`src/hw/rtl/sprite_slot_pool_update_core_assert.svh`:
```
// Assertion macros used by the core RTL
`ifndef SPRITE_SLOT_POOL_UPDATE_CORE_ASSERT_SVH
`define SPRITE_SLOT_POOL_UPDATE_CORE_ASSERT_SVH

// same-cycle implication
`define SSPU_ASSERT_IMPLIES(lbl, clk, rst, ante, cons) \
   lbl: assert property (@(posedge clk) disable iff (rst) (ante) |-> (cons)) \
      else $error("%m: check failed");

// next-cycle implication
`define SSPU_ASSERT_NEXT(lbl, clk, rst, ante, cons) \
   lbl: assert property (@(posedge clk) disable iff (rst) (ante) |=> (cons)) \
      else $error("%m: check failed");

`endif

```
`src/hw/rtl/sspu_pkg.sv`:
```
`default_nettype none

package sspu_pkg;

   localparam int POS_W   = 16;
   localparam int VEL_W   = 9;
   localparam int DIM_W   = 6;
   localparam int SIZE_W  = 12;
   localparam int LIFE_W  = 14;
   localparam int TIME_W  = 32;
   localparam int FRAME_W = 2;
   localparam int BOUND_W = 12;
   localparam int PER_W   = 16;
   localparam int ORIG_W  = 10;
   localparam int FWID_W  = 8;
   localparam int SHEET_W = 12;
   localparam int SLOT_OUT_W = 6;
   localparam int CSR_IDX_W  = 3;
   localparam int CSR_DATA_W = 16;

   // opcodes and report kinds
   localparam logic OP_TICK    = 1'b0;
   localparam logic OP_SPAWN   = 1'b1;
   localparam logic KIND_TICK  = 1'b0;
   localparam logic KIND_SPAWN = 1'b1;

   // CSR indexes
   localparam logic [CSR_IDX_W-1:0] CSR_X_LOW       = 3'd0;
   localparam logic [CSR_IDX_W-1:0] CSR_X_HIGH      = 3'd1;
   localparam logic [CSR_IDX_W-1:0] CSR_Y_LOW       = 3'd2;
   localparam logic [CSR_IDX_W-1:0] CSR_Y_HIGH      = 3'd3;
   localparam logic [CSR_IDX_W-1:0] CSR_ANIM_PERIOD = 3'd4;
   localparam logic [CSR_IDX_W-1:0] CSR_FRAME_ORIG  = 3'd5;
   localparam logic [CSR_IDX_W-1:0] CSR_FRAME_WIDTH = 3'd6;

   // CSR reset values
   localparam logic [BOUND_W-1:0] RST_X_LOW       = 12'd0;
   localparam logic [BOUND_W-1:0] RST_X_HIGH      = 12'd800;
   localparam logic [BOUND_W-1:0] RST_Y_LOW       = 12'd0;
   localparam logic [BOUND_W-1:0] RST_Y_HIGH      = 12'd600;
   localparam logic [PER_W-1:0]   RST_ANIM_PERIOD = 16'd100;
   localparam logic [ORIG_W-1:0]  RST_FRAME_ORIG  = 10'd0;
   localparam logic [FWID_W-1:0]  RST_FRAME_WIDTH = 8'd64;

   typedef enum logic [1:0] {
      ST_IDLE,
      ST_TICK,
      ST_SPAWN
   } state_type;

   typedef struct packed {
      logic [BOUND_W-1:0] x_low;
      logic [BOUND_W-1:0] x_high;
      logic [BOUND_W-1:0] y_low;
      logic [BOUND_W-1:0] y_high;
      logic [PER_W-1:0]   anim_period;
      logic [ORIG_W-1:0]  frame_origin_x;
      logic [FWID_W-1:0]  frame_width;
   } cfg_type;

   // one slot as held in the slot memory; size: height in [11:6], width in [5:0]
   typedef struct packed {
      logic [POS_W-1:0]   pos_x;
      logic [POS_W-1:0]   pos_y;
      logic [VEL_W-1:0]   vel_x;
      logic [VEL_W-1:0]   vel_y;
      logic [SIZE_W-1:0]  size;
      logic [LIFE_W-1:0]  life;
      logic [TIME_W-1:0]  born;
      logic [TIME_W-1:0]  stamp;
      logic [FRAME_W-1:0] frame;
   } slot_entry_type;

   typedef struct packed {
      logic               alive;
      logic [POS_W-1:0]   pos_x;
      logic [POS_W-1:0]   pos_y;
      logic [DIM_W-1:0]   width;
      logic [DIM_W-1:0]   height;
      logic [SHEET_W-1:0] sheet_x;
   } rpt_type;

endpackage

`default_nettype wire

```
`src/hw/rtl/sspu_slot_mem.sv`:
```
`default_nettype none

// slot store: one write port, one read port, registered read data
module sspu_slot_mem #(
   parameter int DEPTH  = 32,
   parameter int ADDR_W = 5
) (
   input  wire                         clock,
   input  wire                         wr_en,
   input  wire  [ADDR_W-1:0]           wr_addr,
   input  sspu_pkg::slot_entry_type    wr_data,
   input  wire                         rd_en,
   input  wire  [ADDR_W-1:0]           rd_addr,
   output sspu_pkg::slot_entry_type    rd_data
);

   sspu_pkg::slot_entry_type mem [DEPTH];
   sspu_pkg::slot_entry_type rd_data_ff;

   always_ff @(posedge clock) begin
      if (wr_en) begin
         mem[wr_addr] <= wr_data;
      end
   end

   always_ff @(posedge clock) begin
      if (rd_en) begin
         rd_data_ff <= mem[rd_addr];
      end
   end

   assign rd_data = rd_data_ff;

endmodule

`default_nettype wire

```
`src/hw/rtl/sspu_slot_update.sv`:
```
`default_nettype none

// per-slot tick step: expiry, move and bounce, frame advance, report
module sspu_slot_update #(
   parameter int FRAMES = 4
) (
   input  wire                         live,
   input  sspu_pkg::slot_entry_type    entry,
   input  sspu_pkg::cfg_type           cfg,
   input  wire  [sspu_pkg::TIME_W-1:0] now,
   output logic                        alive,
   output sspu_pkg::slot_entry_type    entry_out,
   output sspu_pkg::rpt_type           rpt
);

   localparam int POS_W   = sspu_pkg::POS_W;
   localparam int VEL_W   = sspu_pkg::VEL_W;
   localparam int FRAME_W = sspu_pkg::FRAME_W;
   localparam int TIME_W  = sspu_pkg::TIME_W;

   logic [POS_W-1:0]   px_new, py_new;
   logic [POS_W-1:0]   lo_x, hi_x, lo_y, hi_y;
   logic               out_x, out_y;
   logic [TIME_W-1:0]  age, since_frame;
   logic               expired, frame_due;
   logic [FRAME_W-1:0] frame_new;
   logic [9:0]         frame_off;
   logic [sspu_pkg::SHEET_W-1:0] sheet;

   always_comb begin
      px_new = entry.pos_x + {{(POS_W-VEL_W){entry.vel_x[VEL_W-1]}}, entry.vel_x};
      py_new = entry.pos_y + {{(POS_W-VEL_W){entry.vel_y[VEL_W-1]}}, entry.vel_y};
      // bounds are whole pixels, positions carry 4 fraction bits
      lo_x = {cfg.x_low, 4'b0000};
      hi_x = {cfg.x_high, 4'b0000};
      lo_y = {cfg.y_low, 4'b0000};
      hi_y = {cfg.y_high, 4'b0000};
      out_x = ($signed(px_new) < $signed(lo_x)) || ($signed(px_new) > $signed(hi_x));
      out_y = ($signed(py_new) < $signed(lo_y)) || ($signed(py_new) > $signed(hi_y));

      age         = now - entry.born;
      since_frame = now - entry.stamp;
      expired     = age > {{(TIME_W-sspu_pkg::LIFE_W){1'b0}}, entry.life};
      frame_due   = since_frame > {{(TIME_W-sspu_pkg::PER_W){1'b0}}, cfg.anim_period};
      alive       = live && !expired;

      if (!frame_due) begin
         frame_new = entry.frame;
      end else if (entry.frame == FRAME_W'(FRAMES - 1)) begin
         frame_new = '0;
      end else begin
         frame_new = entry.frame + FRAME_W'(1);
      end

      frame_off = 10'(frame_new) * 10'(cfg.frame_width);
      sheet     = {2'b00, cfg.frame_origin_x} + {2'b00, frame_off};

      entry_out       = entry;
      entry_out.pos_x = px_new;
      entry_out.pos_y = py_new;
      entry_out.vel_x = out_x ? (~entry.vel_x + VEL_W'(1)) : entry.vel_x;
      entry_out.vel_y = out_y ? (~entry.vel_y + VEL_W'(1)) : entry.vel_y;
      entry_out.stamp = frame_due ? now : entry.stamp;
      entry_out.frame = frame_new;

      rpt = '0;
      if (alive) begin
         rpt.alive   = 1'b1;
         rpt.pos_x   = px_new;
         rpt.pos_y   = py_new;
         rpt.width   = entry.size[5:0];
         rpt.height  = entry.size[11:6];
         rpt.sheet_x = sheet;
      end
   end

endmodule

`default_nettype wire

```
`src/hw/rtl/sprite_slot_pool_update_core.sv`:
```
// Tick: one report per slot, in slot order, each behind a registered memory read.
// Spawn: walks the live flags from slot 0, one per cycle while not stalled, then one report.
// The slot memory's single read port and read-modify-write set one slot per cycle, if unstalled.
// A new request is taken once the previous one has loaded its final report.
// Reset (synchronous, active high) clears live flags, control and CSRs to defaults;
// the slot memory itself is not cleared.
`default_nettype none

`include "sprite_slot_pool_update_core_assert.svh"

module sprite_slot_pool_update_core #(
   parameter int SLOTS  = 32,
   parameter int FRAMES = 4
) (
   input  wire                               clock,
   input  wire                               reset,
   // request channel
   input  wire                               req_valid,
   output logic                              req_stall,
   input  wire                               req_opcode,
   input  wire  [sspu_pkg::TIME_W-1:0]       req_now,
   input  wire  signed [sspu_pkg::VEL_W-1:0] req_vel_x,
   input  wire  signed [sspu_pkg::VEL_W-1:0] req_vel_y,
   input  wire  [sspu_pkg::DIM_W-1:0]        req_width_in,
   input  wire  [sspu_pkg::DIM_W-1:0]        req_height_in,
   input  wire  [sspu_pkg::LIFE_W-1:0]       req_life_in,
   // response channel
   output logic                              rsp_valid,
   input  wire                               rsp_stall,
   output logic                              rsp_kind,
   output logic [sspu_pkg::SLOT_OUT_W-1:0]   rsp_slot,
   output logic                              rsp_alive,
   output logic signed [sspu_pkg::POS_W-1:0] rsp_pos_x,
   output logic signed [sspu_pkg::POS_W-1:0] rsp_pos_y,
   output logic [sspu_pkg::DIM_W-1:0]        rsp_width_out,
   output logic [sspu_pkg::DIM_W-1:0]        rsp_height_out,
   output logic [sspu_pkg::SHEET_W-1:0]      rsp_sheet_x,
   output logic                              rsp_last,
   // CSR write port
   input  wire                               csr_wr_en,
   input  wire  [sspu_pkg::CSR_IDX_W-1:0]    csr_index,
   input  wire  [sspu_pkg::CSR_DATA_W-1:0]   csr_wdata
);

   localparam int SLOT_W = (SLOTS > 1) ? $clog2(SLOTS) : 1;
   localparam int CNT_W  = $clog2(SLOTS + 1);

   // ---------------------------------------------------------------- CSRs
   sspu_pkg::cfg_type cfg_ff;

   always_ff @(posedge clock) begin
      if (reset) begin
         cfg_ff.x_low          <= sspu_pkg::RST_X_LOW;
         cfg_ff.x_high         <= sspu_pkg::RST_X_HIGH;
         cfg_ff.y_low          <= sspu_pkg::RST_Y_LOW;
         cfg_ff.y_high         <= sspu_pkg::RST_Y_HIGH;
         cfg_ff.anim_period    <= sspu_pkg::RST_ANIM_PERIOD;
         cfg_ff.frame_origin_x <= sspu_pkg::RST_FRAME_ORIG;
         cfg_ff.frame_width    <= sspu_pkg::RST_FRAME_WIDTH;
      end else if (csr_wr_en) begin
         unique case (csr_index)
            sspu_pkg::CSR_X_LOW:       cfg_ff.x_low          <= csr_wdata[11:0];
            sspu_pkg::CSR_X_HIGH:      cfg_ff.x_high         <= csr_wdata[11:0];
            sspu_pkg::CSR_Y_LOW:       cfg_ff.y_low          <= csr_wdata[11:0];
            sspu_pkg::CSR_Y_HIGH:      cfg_ff.y_high         <= csr_wdata[11:0];
            sspu_pkg::CSR_ANIM_PERIOD: cfg_ff.anim_period    <= csr_wdata;
            sspu_pkg::CSR_FRAME_ORIG:  cfg_ff.frame_origin_x <= csr_wdata[9:0];
            sspu_pkg::CSR_FRAME_WIDTH: cfg_ff.frame_width    <= csr_wdata[7:0];
            default: ; // unused index, write dropped
         endcase
      end
   end

   // ---------------------------------------------------------------- state
   sspu_pkg::state_type state_ff, state_in;
   logic [CNT_W-1:0]    scan_ff, scan_in;        // next slot to read / test
   logic [SLOT_W-1:0]   scan_idx;
   logic                rd_vld_ff, rd_vld_in;    // memory read data is for proc_idx_ff
   logic [SLOT_W-1:0]   proc_idx_ff, proc_idx_in;
   logic                proc_last;
   logic                live_ff [SLOTS];

   // latched request
   logic [sspu_pkg::TIME_W-1:0]  now_ff;
   logic [sspu_pkg::VEL_W-1:0]   vel_x_ff, vel_y_ff;
   logic [sspu_pkg::DIM_W-1:0]   width_ff, height_ff;
   logic [sspu_pkg::LIFE_W-1:0]  life_ff;

   // output register
   logic                             rsp_valid_ff;
   logic                             rsp_kind_ff, rsp_last_ff;
   logic [sspu_pkg::SLOT_OUT_W-1:0]  rsp_slot_ff;
   sspu_pkg::rpt_type                rsp_rpt_ff;

   logic req_fire, out_free;

   // memory and update unit hook-up
   logic                        mem_wr_en, mem_rd_en;
   logic [SLOT_W-1:0]           mem_wr_addr;
   sspu_pkg::slot_entry_type    mem_wr_data, mem_rd_data;
   sspu_pkg::slot_entry_type    upd_entry, spawn_entry;
   sspu_pkg::rpt_type           upd_rpt, spawn_rpt;
   logic                        upd_alive;

   // live flag and output load controls
   logic                        live_set, live_clr;
   logic [SLOT_W-1:0]           live_addr;
   logic                        out_load;
   logic                        out_kind_in, out_last_in;
   logic [sspu_pkg::SLOT_OUT_W-1:0] out_slot_in;
   sspu_pkg::rpt_type           out_rpt_in;

   assign scan_idx  = scan_ff[SLOT_W-1:0];
   assign proc_last = (proc_idx_ff == SLOT_W'(SLOTS - 1));
   assign req_stall = (state_ff != sspu_pkg::ST_IDLE);
   assign req_fire  = req_valid && !req_stall;
   // output register is free when empty or its transfer completes this cycle
   assign out_free  = !rsp_valid_ff || !rsp_stall;

   // fresh slot built from the latched spawn request
   always_comb begin
      spawn_entry       = '0;
      spawn_entry.vel_x = vel_x_ff;
      spawn_entry.vel_y = vel_y_ff;
      spawn_entry.size  = {height_ff, width_ff};
      spawn_entry.life  = life_ff;
      spawn_entry.born  = now_ff;
      spawn_entry.stamp = now_ff;

      spawn_rpt         = '0;
      spawn_rpt.alive   = 1'b1;
      spawn_rpt.width   = width_ff;
      spawn_rpt.height  = height_ff;
      spawn_rpt.sheet_x = {2'b00, cfg_ff.frame_origin_x};
   end

   sspu_slot_mem #(
      .DEPTH  (SLOTS),
      .ADDR_W (SLOT_W)
   ) u_mem (
      .clock   (clock),
      .wr_en   (mem_wr_en),
      .wr_addr (mem_wr_addr),
      .wr_data (mem_wr_data),
      .rd_en   (mem_rd_en),
      .rd_addr (scan_idx),
      .rd_data (mem_rd_data)
   );

   sspu_slot_update #(
      .FRAMES (FRAMES)
   ) u_update (
      .live      (live_ff[proc_idx_ff]),
      .entry     (mem_rd_data),
      .cfg       (cfg_ff),
      .now       (now_ff),
      .alive     (upd_alive),
      .entry_out (upd_entry),
      .rpt       (upd_rpt)
   );

   // ---------------------------------------------------------------- control
   // Tick is a two-stage sweep: read slot n while slot n-1 is updated and
   // written back. Read and write never hit the same slot, so no forwarding.
   // Everything holds while the output register is stalled.
   always_comb begin
      state_in    = state_ff;
      scan_in     = scan_ff;
      rd_vld_in   = rd_vld_ff;
      proc_idx_in = proc_idx_ff;
      mem_rd_en   = 1'b0;
      mem_wr_en   = 1'b0;
      mem_wr_addr = proc_idx_ff;
      mem_wr_data = upd_entry;
      live_set    = 1'b0;
      live_clr    = 1'b0;
      live_addr   = proc_idx_ff;
      out_load    = 1'b0;
      out_kind_in = sspu_pkg::KIND_TICK;
      out_slot_in = sspu_pkg::SLOT_OUT_W'(proc_idx_ff);
      out_last_in = proc_last;
      out_rpt_in  = upd_rpt;

      unique case (state_ff)
         sspu_pkg::ST_IDLE: begin
            if (req_fire) begin
               state_in  = (req_opcode == sspu_pkg::OP_SPAWN) ? sspu_pkg::ST_SPAWN
                                                             : sspu_pkg::ST_TICK;
               scan_in   = '0;
               rd_vld_in = 1'b0;
            end
         end
         sspu_pkg::ST_TICK: begin
            if (out_free) begin
               if (rd_vld_ff) begin
                  out_load  = 1'b1;
                  mem_wr_en = upd_alive;
                  live_clr  = !upd_alive;
                  if (proc_last) begin
                     state_in = sspu_pkg::ST_IDLE;
                  end
               end
               if (scan_ff < CNT_W'(SLOTS)) begin
                  mem_rd_en   = 1'b1;
                  proc_idx_in = scan_idx;
                  scan_in     = scan_ff + CNT_W'(1);
                  rd_vld_in   = 1'b1;
               end else begin
                  rd_vld_in = 1'b0;
               end
            end
         end
         sspu_pkg::ST_SPAWN: begin
            if (out_free) begin
               out_kind_in = sspu_pkg::KIND_SPAWN;
               out_last_in = 1'b1;
               if (!live_ff[scan_idx]) begin
                  // lowest free slot: claim it
                  mem_wr_en   = 1'b1;
                  mem_wr_addr = scan_idx;
                  mem_wr_data = spawn_entry;
                  live_set    = 1'b1;
                  live_addr   = scan_idx;
                  out_load    = 1'b1;
                  out_slot_in = sspu_pkg::SLOT_OUT_W'(scan_idx);
                  out_rpt_in  = spawn_rpt;
                  state_in    = sspu_pkg::ST_IDLE;
               end else if (scan_idx == SLOT_W'(SLOTS - 1)) begin
                  // pool full
                  out_load    = 1'b1;
                  out_slot_in = '0;
                  out_rpt_in  = '0;
                  state_in    = sspu_pkg::ST_IDLE;
               end else begin
                  scan_in = scan_ff + CNT_W'(1);
               end
            end
         end
         default: begin
            state_in = sspu_pkg::ST_IDLE;
         end
      endcase
   end

   always_ff @(posedge clock) begin
      if (reset) begin
         state_ff    <= sspu_pkg::ST_IDLE;
         scan_ff     <= '0;
         rd_vld_ff   <= 1'b0;
         proc_idx_ff <= '0;
      end else begin
         state_ff    <= state_in;
         scan_ff     <= scan_in;
         rd_vld_ff   <= rd_vld_in;
         proc_idx_ff <= proc_idx_in;
      end
   end

   always_ff @(posedge clock) begin
      if (reset) begin
         for (int i = 0; i < SLOTS; i++) begin
            live_ff[i] <= 1'b0;
         end
      end else if (live_set) begin
         live_ff[live_addr] <= 1'b1;
      end else if (live_clr) begin
         live_ff[live_addr] <= 1'b0;
      end
   end

   always_ff @(posedge clock) begin
      if (req_fire) begin
         now_ff    <= req_now;
         vel_x_ff  <= req_vel_x;
         vel_y_ff  <= req_vel_y;
         width_ff  <= req_width_in;
         height_ff <= req_height_in;
         life_ff   <= req_life_in;
      end
   end

   // ---------------------------------------------------------------- output
   always_ff @(posedge clock) begin
      if (reset) begin
         rsp_valid_ff <= 1'b0;
      end else if (out_load) begin
         rsp_valid_ff <= 1'b1;
      end else if (!rsp_stall) begin
         rsp_valid_ff <= 1'b0;
      end
   end

   always_ff @(posedge clock) begin
      if (out_load) begin
         rsp_kind_ff <= out_kind_in;
         rsp_slot_ff <= out_slot_in;
         rsp_last_ff <= out_last_in;
         rsp_rpt_ff  <= out_rpt_in;
      end
   end

   assign rsp_valid      = rsp_valid_ff;
   assign rsp_kind       = rsp_kind_ff;
   assign rsp_slot       = rsp_slot_ff;
   assign rsp_alive      = rsp_rpt_ff.alive;
   assign rsp_pos_x      = rsp_rpt_ff.pos_x;
   assign rsp_pos_y      = rsp_rpt_ff.pos_y;
   assign rsp_width_out  = rsp_rpt_ff.width;
   assign rsp_height_out = rsp_rpt_ff.height;
   assign rsp_sheet_x    = rsp_rpt_ff.sheet_x;
   assign rsp_last       = rsp_last_ff;

   // ---------------------------------------------------------------- checks
   `SSPU_ASSERT_IMPLIES(a_tick_last_is_top_slot, clock, reset, rsp_valid_ff && rsp_last_ff && (rsp_kind_ff == sspu_pkg::KIND_TICK), rsp_slot_ff == sspu_pkg::SLOT_OUT_W'(SLOTS - 1))
   `SSPU_ASSERT_NEXT(a_claim_sets_live, clock, reset, live_set, live_ff[$past(live_addr)])
   `SSPU_ASSERT_IMPLIES(a_write_only_busy, clock, reset, mem_wr_en, state_ff != sspu_pkg::ST_IDLE)
   `SSPU_ASSERT_IMPLIES(a_no_rw_same_slot, clock, reset, mem_rd_en && mem_wr_en, mem_wr_addr != scan_idx)

endmodule

`default_nettype wire

```
`config.mk`:
```
export PLATFORM = sky130hd
export DESIGN_NAME = sprite_slot_pool_update_core
export DESIGN_NICKNAME = d
export VERILOG_FILES = /design/src/hw/rtl/sspu_pkg.sv /design/src/hw/rtl/sspu_slot_mem.sv /design/src/hw/rtl/sspu_slot_update.sv /design/src/hw/rtl/sprite_slot_pool_update_core.sv
export VERILOG_INCLUDE_DIRS = /design/src /design/src/hw/rtl
export SDC_FILE = /design/constraint.sdc
export NUM_CORES = 2
export LEC_CHECK = 0
export BUFFER_PORTS_ARGS = -buffer_cell sky130_fd_sc_hd__buf_2
export CORE_ASPECT_RATIO = 1.1
export CORE_MARGIN = 1
export CORE_UTILIZATION = 51
export DETAILED_ROUTE_END_ITERATION = 12
export PLACE_DENSITY = 0.66
export SYNTH_ARGS = -nofsm -noshare
export SYNTH_HDL_FRONTEND = slang
export SYNTH_MEMORY_MAX_BITS = 65536
export SYNTH_SLANG_ARGS = --single-unit
```
`constraint.sdc`:
```
create_clock -name clock -period 13.6 [get_ports clock]
set_input_delay 0.68 -clock clock [delete_from_list [all_inputs] [get_ports clock]]
set_output_delay 0.68 -clock clock [all_outputs]
set_load 0.1 [all_outputs]
```
-- After elaboration in Yosys (flattened, before gate mapping)
Memories as Yosys holds them, arrays and structs flattened. A register that Yosys moved wholly into a read port is not among the register bits.
Cells that the tools add are included.
- mux-type cells: 81
- add/sub/neg operators: 9
- $mul: 1
- reductions and logical operators: 28
- equal/unequal tests: 21
- magnitude comparators: 7
- bitwise gates (word level): 3
- operator list (kind ; number):
    $mux 142 ; 3
    $mux 57 ; 5
    $sub 32x32->32 ; 2
    $mux 5 ; 12
    $mux 1 ; 37
    $mux 6 ; 6
    $add 16x16->16 ; 2
    $gt 16x16->1 ; 2
    $gt 32x14->1 ; 1
    $gt 32x16->1 ; 1
    $lt 16x16->1 ; 2
    $mux 32 ; 1
    $mux 2 ; 10
    $add 9x1->9 const B ; 2
    $mux 9 ; 2
    $not 9->9 ; 2
    $pmux 6 s3 ; 1
    $ne 2x2->1 const B ; 8
    $reduce_and 2->1 ; 7
    $add 10x10->11 ; 1
    $eq 5x5->1 const B ; 2
    $mul 2x8->10 ; 1
    $eq 3x3->1 const B ; 3
    $reduce_and 3->1 ; 3
    other kinds (22) ; 34
- register bits after elaboration: 238
- RAM bits: 4576
- memories kept: 2
- word-level logic and storage cells: 180
- output and inout bits: 67
- input port bits: 101
- memories (memory ; words ; bits a word ; rd ports ; clocked after Yosys merged registers in ; write ports ; RTL line ; RTL):
    u_mem.mem ; 32 ; 142 ; 1 ; 1 ; 1 ; sspu_slot_mem.sv:17 ; sspu_pkg::slot_entry_type mem [DEPTH];
    live_ff ; 32 ; 1 ; 2 ; 2 ; 32 ; sprite_slot_pool_update_core.sv:81 ; logic live_ff [SLOTS];

-- Longest topological paths before layout
- word-level depth: 15
- mapped depth: 35
- depth with buffers taken out: 35

-- By module
From an unflattened synthesis, not the netlist that was laid out.
- cell total of the unflattened synthesis: 9742
- area, all modules: 195458.7 um2
- modules (own cells, without submodules) (module ; cells each ; seq. area each (um2) ; area an instance (um2) ; instances):
    sspu_slot_mem ; 7129 ; 140715.0 ; 173639.0 ; 1
    sprite_slot_pool_update_core ; 1266 ; 7307.0 ; 12390.6 ; 1
    sspu_slot_update ; 1347 ; 0.0 ; 9429.0 ; 1

-- Worst setup path after synthesis
OpenSTA, ideal clock, no wires.
- path kind: reg2reg
- start point: register now_ff[0] (netlist name)
- end point: memory u_mem.mem[10][0] (netlist name) (enable)
- setup time: 0.661 ns
- slack: 1.861 ns
- arrival time: 11.079 ns
- required time: 12.939 ns
- buffers on the path: 0
- period minus slack after synthesis: 11.739 ns
- cell stages (with the launch flop): 21
- cells stage by stage: edfxtp_1 inv_1 ha_1 inv_1 fa_1 a211oi_2 o21ai_1 a21o_1 a211o_1 and2_1 ha_1 nand4_1 o41ai_1 a31oi_1 a2111oi_2 nand3_1 or4b_4 nor4_4 o2111ai_4 o31ai_2 nor2b_1
- word-level cells in the longest chain between the ends: 9
- RTL lines (item ; RTL line ; RTL):
    start, declared ; sprite_slot_pool_update_core.sv:84 ; logic [sspu_pkg::TIME_W-1:0] now_ff;
    start signal, assigned ; sprite_slot_pool_update_core.sv:273 ; now_ff <= req_now;
    $sub 32x32->32 ; sspu_slot_update.sv:41 ; age = now - entry.born;
    $gt 32x14->1 ; sspu_slot_update.sv:43 ; expired = age > {{(TIME_W-sspu_pkg::LIFE_W){1'b0}}, entry.life};
    $logic_not 1->1 ; sspu_slot_update.sv:45 ; alive = live && !expired;
    $logic_and 1x1->1 ; sspu_slot_update.sv:45 ;
    $mux 1 ; sprite_slot_pool_update_core.sv:195 ; if (rd_vld_ff) begin
    $mux 1 ; sprite_slot_pool_update_core.sv:194 ; if (out_free) begin
    $pmux 1 s2 ; sprite_slot_pool_update_core.sv:184 ; unique case (state_ff)
    $mux 1 ; sspu_slot_mem.sv:21 ; if (wr_en) begin
    $mux 1 (implied by the code) ; sspu_slot_mem.sv:22 ; mem[wr_addr] <= wr_data;
    end, declared ; sspu_slot_mem.sv:17 ;
No other way between the ends.

==> impl_results.md <==
* Minimum clock period at 9444 ps
* Max-cap viol count at 0
* Fill count at 27490
* Peak VDD IR at 120.7 µV
* Initial antenna violation count at 43
* Post-route setup TNS at 0 ps
* Post-synth top area share at 74.35%
* Met1 GRT Util at 38.12%
* Register bit total from synthesis at 4964
* Vias/cell at 6.464
* Starting density of the core at 51.31%
* Die span in x at 593.3 µm
* Die Area at 387100 µm²
* GP Congestion at 0.8864
* Initial drt markers at 13170
* Synth-to-Final Area Change at 12.09%
* Power Dens Cells at 155.0 nW/µm²
* Core region area at 382400 µm²
* CTS root buf: clkbuf_16
* Top cells by count, synth: edfxtp_1, mux4_2, nand2_1
* Post-synth EDFFs at 4857
* Mapped Cells at 8961
* Lkg Pwr at 0.06792 µW
* Ys flop type: edfxtp_1
* WP buf/inv at 1
* Met3 Resource Use GR at 5.084%
* Synth area leader: edfxtp_1
* Final hold violations at 0
* Met2 usage at 42.23%
* Placed Instances at 14010
* Vias at 96650
* Critical Path Fanout Max at 9
* Non-Filler Instances at 14950
* Most Crowded Layer GR: met2
* Count of warnings emitted by yosys at 0
* Final core occ at 57.51%
* Post-Syn Area per Cell at 21.89 µm²
* Cts repair resizes at 0
* Dpl hpwl at 280600 µm
* Cell with the most instances after synthesis: edfxtp_1
* Post-CTS Hold Fix Bufs at 72
* Number of I/O port buffers at 165
* Postcts setup bufs at 0
* Sequential share of the synthesized area at 75.44%
* Routed Antenna Nets at 0
* CTS clk-pin slew, worst paths at 60 ps
* Share of layout cells above drive strength 1 at 28.34%
* H-tree depth at 5
* Vias in the first global route at 96800
* Grt total ovfl at 0
* CP max stage cell: nor4_4
* Critical path type: reg2reg
* Slew Viols, Final at 0
* WP data required at 14300 ps
* Tightest Hold Check Type: in2reg
* Drt drc at 0
* Largest net degree at the start of global routing at 148
* Max Freq at 105.9 MHz
* First-pass GRT wire length at 721500 µm
* Tcrit/Tclk final at 69.44%
* Worst setup EP type: flip-flop
* CP max stage delay at 970 ps
* CTS tree: built
* WP data arrival at 10140 ps
* Crit-path most repeated cell: a21oi_1
* Die Y at 652.5 µm
* Final net count at 9810
* Unrepaired setup endpoints after global routing: false
* Worst slack, placed at 4382 ps
* WL per Instance at 34.13 µm
* Ports at 168
* Routed WL at 510300 µm
* Worst Skew at 62.57 ps
* Row Count at 238
* Worst-margin pin slew at 1334 ps
* Synth top area cells: edfxtp_1, mux4_2, ha_1
* Bufs on Longest Clock Path at 4
* TritonRoute pass-1 iters at 8
* Worst setup SP type: flip-flop
* Clock Sinks at 4964
* Synthesized area at 196200 µm²
* Gr usage total at 26.37%
* Synth cell types at 93
* CTS Buf Count at 468
* Synth async-reset ratio at 0%
* # setup viols final at 0
* Delay-heaviest family, CP: compound AO/OA/AOI/OAI gates
* Worst-Skew Late Latency at 1010 ps
* Rel. slew slack at 11.06%
* Status: complete, no violations
* Fin worst setup slack at 4156 ps
## per-layer routing
layer	vias to the layer above	share of wire (%)
met1	52380	40
met2	5019	48
met4	4	2.1
met5	-	0.0047
li1	38570	-
met3	674	9.6
## power breakdown
group,internal (µW),switching [µW],leakage [µW]
Clock,7130,5620,0.00721
Combinational,1210,2280,0.0160
Sequential,17800,92.2,0.0447
Total,26100,7990,0.0679
## sequential cells by signal, summed over array words and instances, names as in the netlist, 9 cells and up, named ones only
| name | flops |
|---|---|
| cfg_ff | 82 |
| life_ff | 14 |
| live_ff | 32 |
| now_ff | 32 |
| rsp_pos_x | 16 |
| rsp_pos_y | 16 |
| rsp_sheet_x | 11 |
| u_mem.mem | 4544 |
| u_mem.rd_data | 142 |
| vel_x_ff | 9 |
| vel_y_ff | 9 |
## path summary, 6_finish.rpt
path | endpoint | slack, ps | depth (start not counted) | start
max | rsp_sheet_x[10] | 4160 | 31 | now_ff[8]
min reg2reg | cfg_ff[70] | 460 | 2 | cfg_ff[70]
min | now_ff[10] | 60 | 1 | req_now[10]
max reg2reg | rsp_sheet_x[10] | 4160 | 31 | now_ff[8]
## cell type report
class,count,area (µm²),area share [%]
clock inverter,272,2487,1.131
timing repair buffer,518,3959,1.800
clock buffer,587,12300,5.592
inverter,241,907.1,0.4125
multi-input combinational,3317,45890,20.87
sequential,4964,148000,67.31
antenna,12,30.03,0.01366
tap,5040,6306,2.868
## cells by family (layout without fill, tap and decap cells)
group | after synthesis | in the layout | share of synthesized area, %
fa+ha+maj | 199 | 199 | 1.315
xor+xnor | 90 | 90 | 0.4018
other cells | 1 | 14 | 0.001912
flops | 4964 | 4964 | 75.44
buf+inv | 681 | 1618 | 1.342
simple gates | 809 | 809 | 1.922
compound gates | 586 | 586 | 1.963
mux | 1631 | 1631 | 17.61
## cells in the final DEF, fill, tap and decap left out, drive strengths merged, types with 13 or more instances in the layout
cell type,count
xnor2,55
o21a,26
mux4,1438
o21ai,141
dlygate4sd3,72
a21o,74
nand3,42
nand4,33
o21bai,14
nand3b,15
ha,187
edfxtp,4857
a211o,14
a21oi,193
inv,253
nor2b,50
clkinvlp,13
xor2,35
clkinv,208
clkbuf,587
mux2i,15
and2,13
nor3,36
buf,446
mux2,178
nand2b,22
or3,17
nand2,322
nor2,197
and3,20
bufinv,39
dfxtp,107
## stage by stage
step           area [µm²]  power (µW)  hold slack [ps]
2_1_floorplan      196200       20380            433.6
3_3_place_gp       204300       21520            441.6
3_5_place_dp       204300       21640            448.2
4_1_cts            219900       34240           0.8854
5_1_grt            219900       35070           0.2111
6_report           219900       34080            63.40
## worst register-to-register path: cells and delay by family (launching register included)
kind / cells / cell delay (ps)
mux: 1 / 490
fa+ha+maj: 4 / 1600
xor+xnor: 1 / 260
simple gates: 7 / 1890
buf+inv: 1 / 60
flops: 1 / 500
compound gates: 17 / 4380
Note: power is estimated with default switching activity, not from simulation.
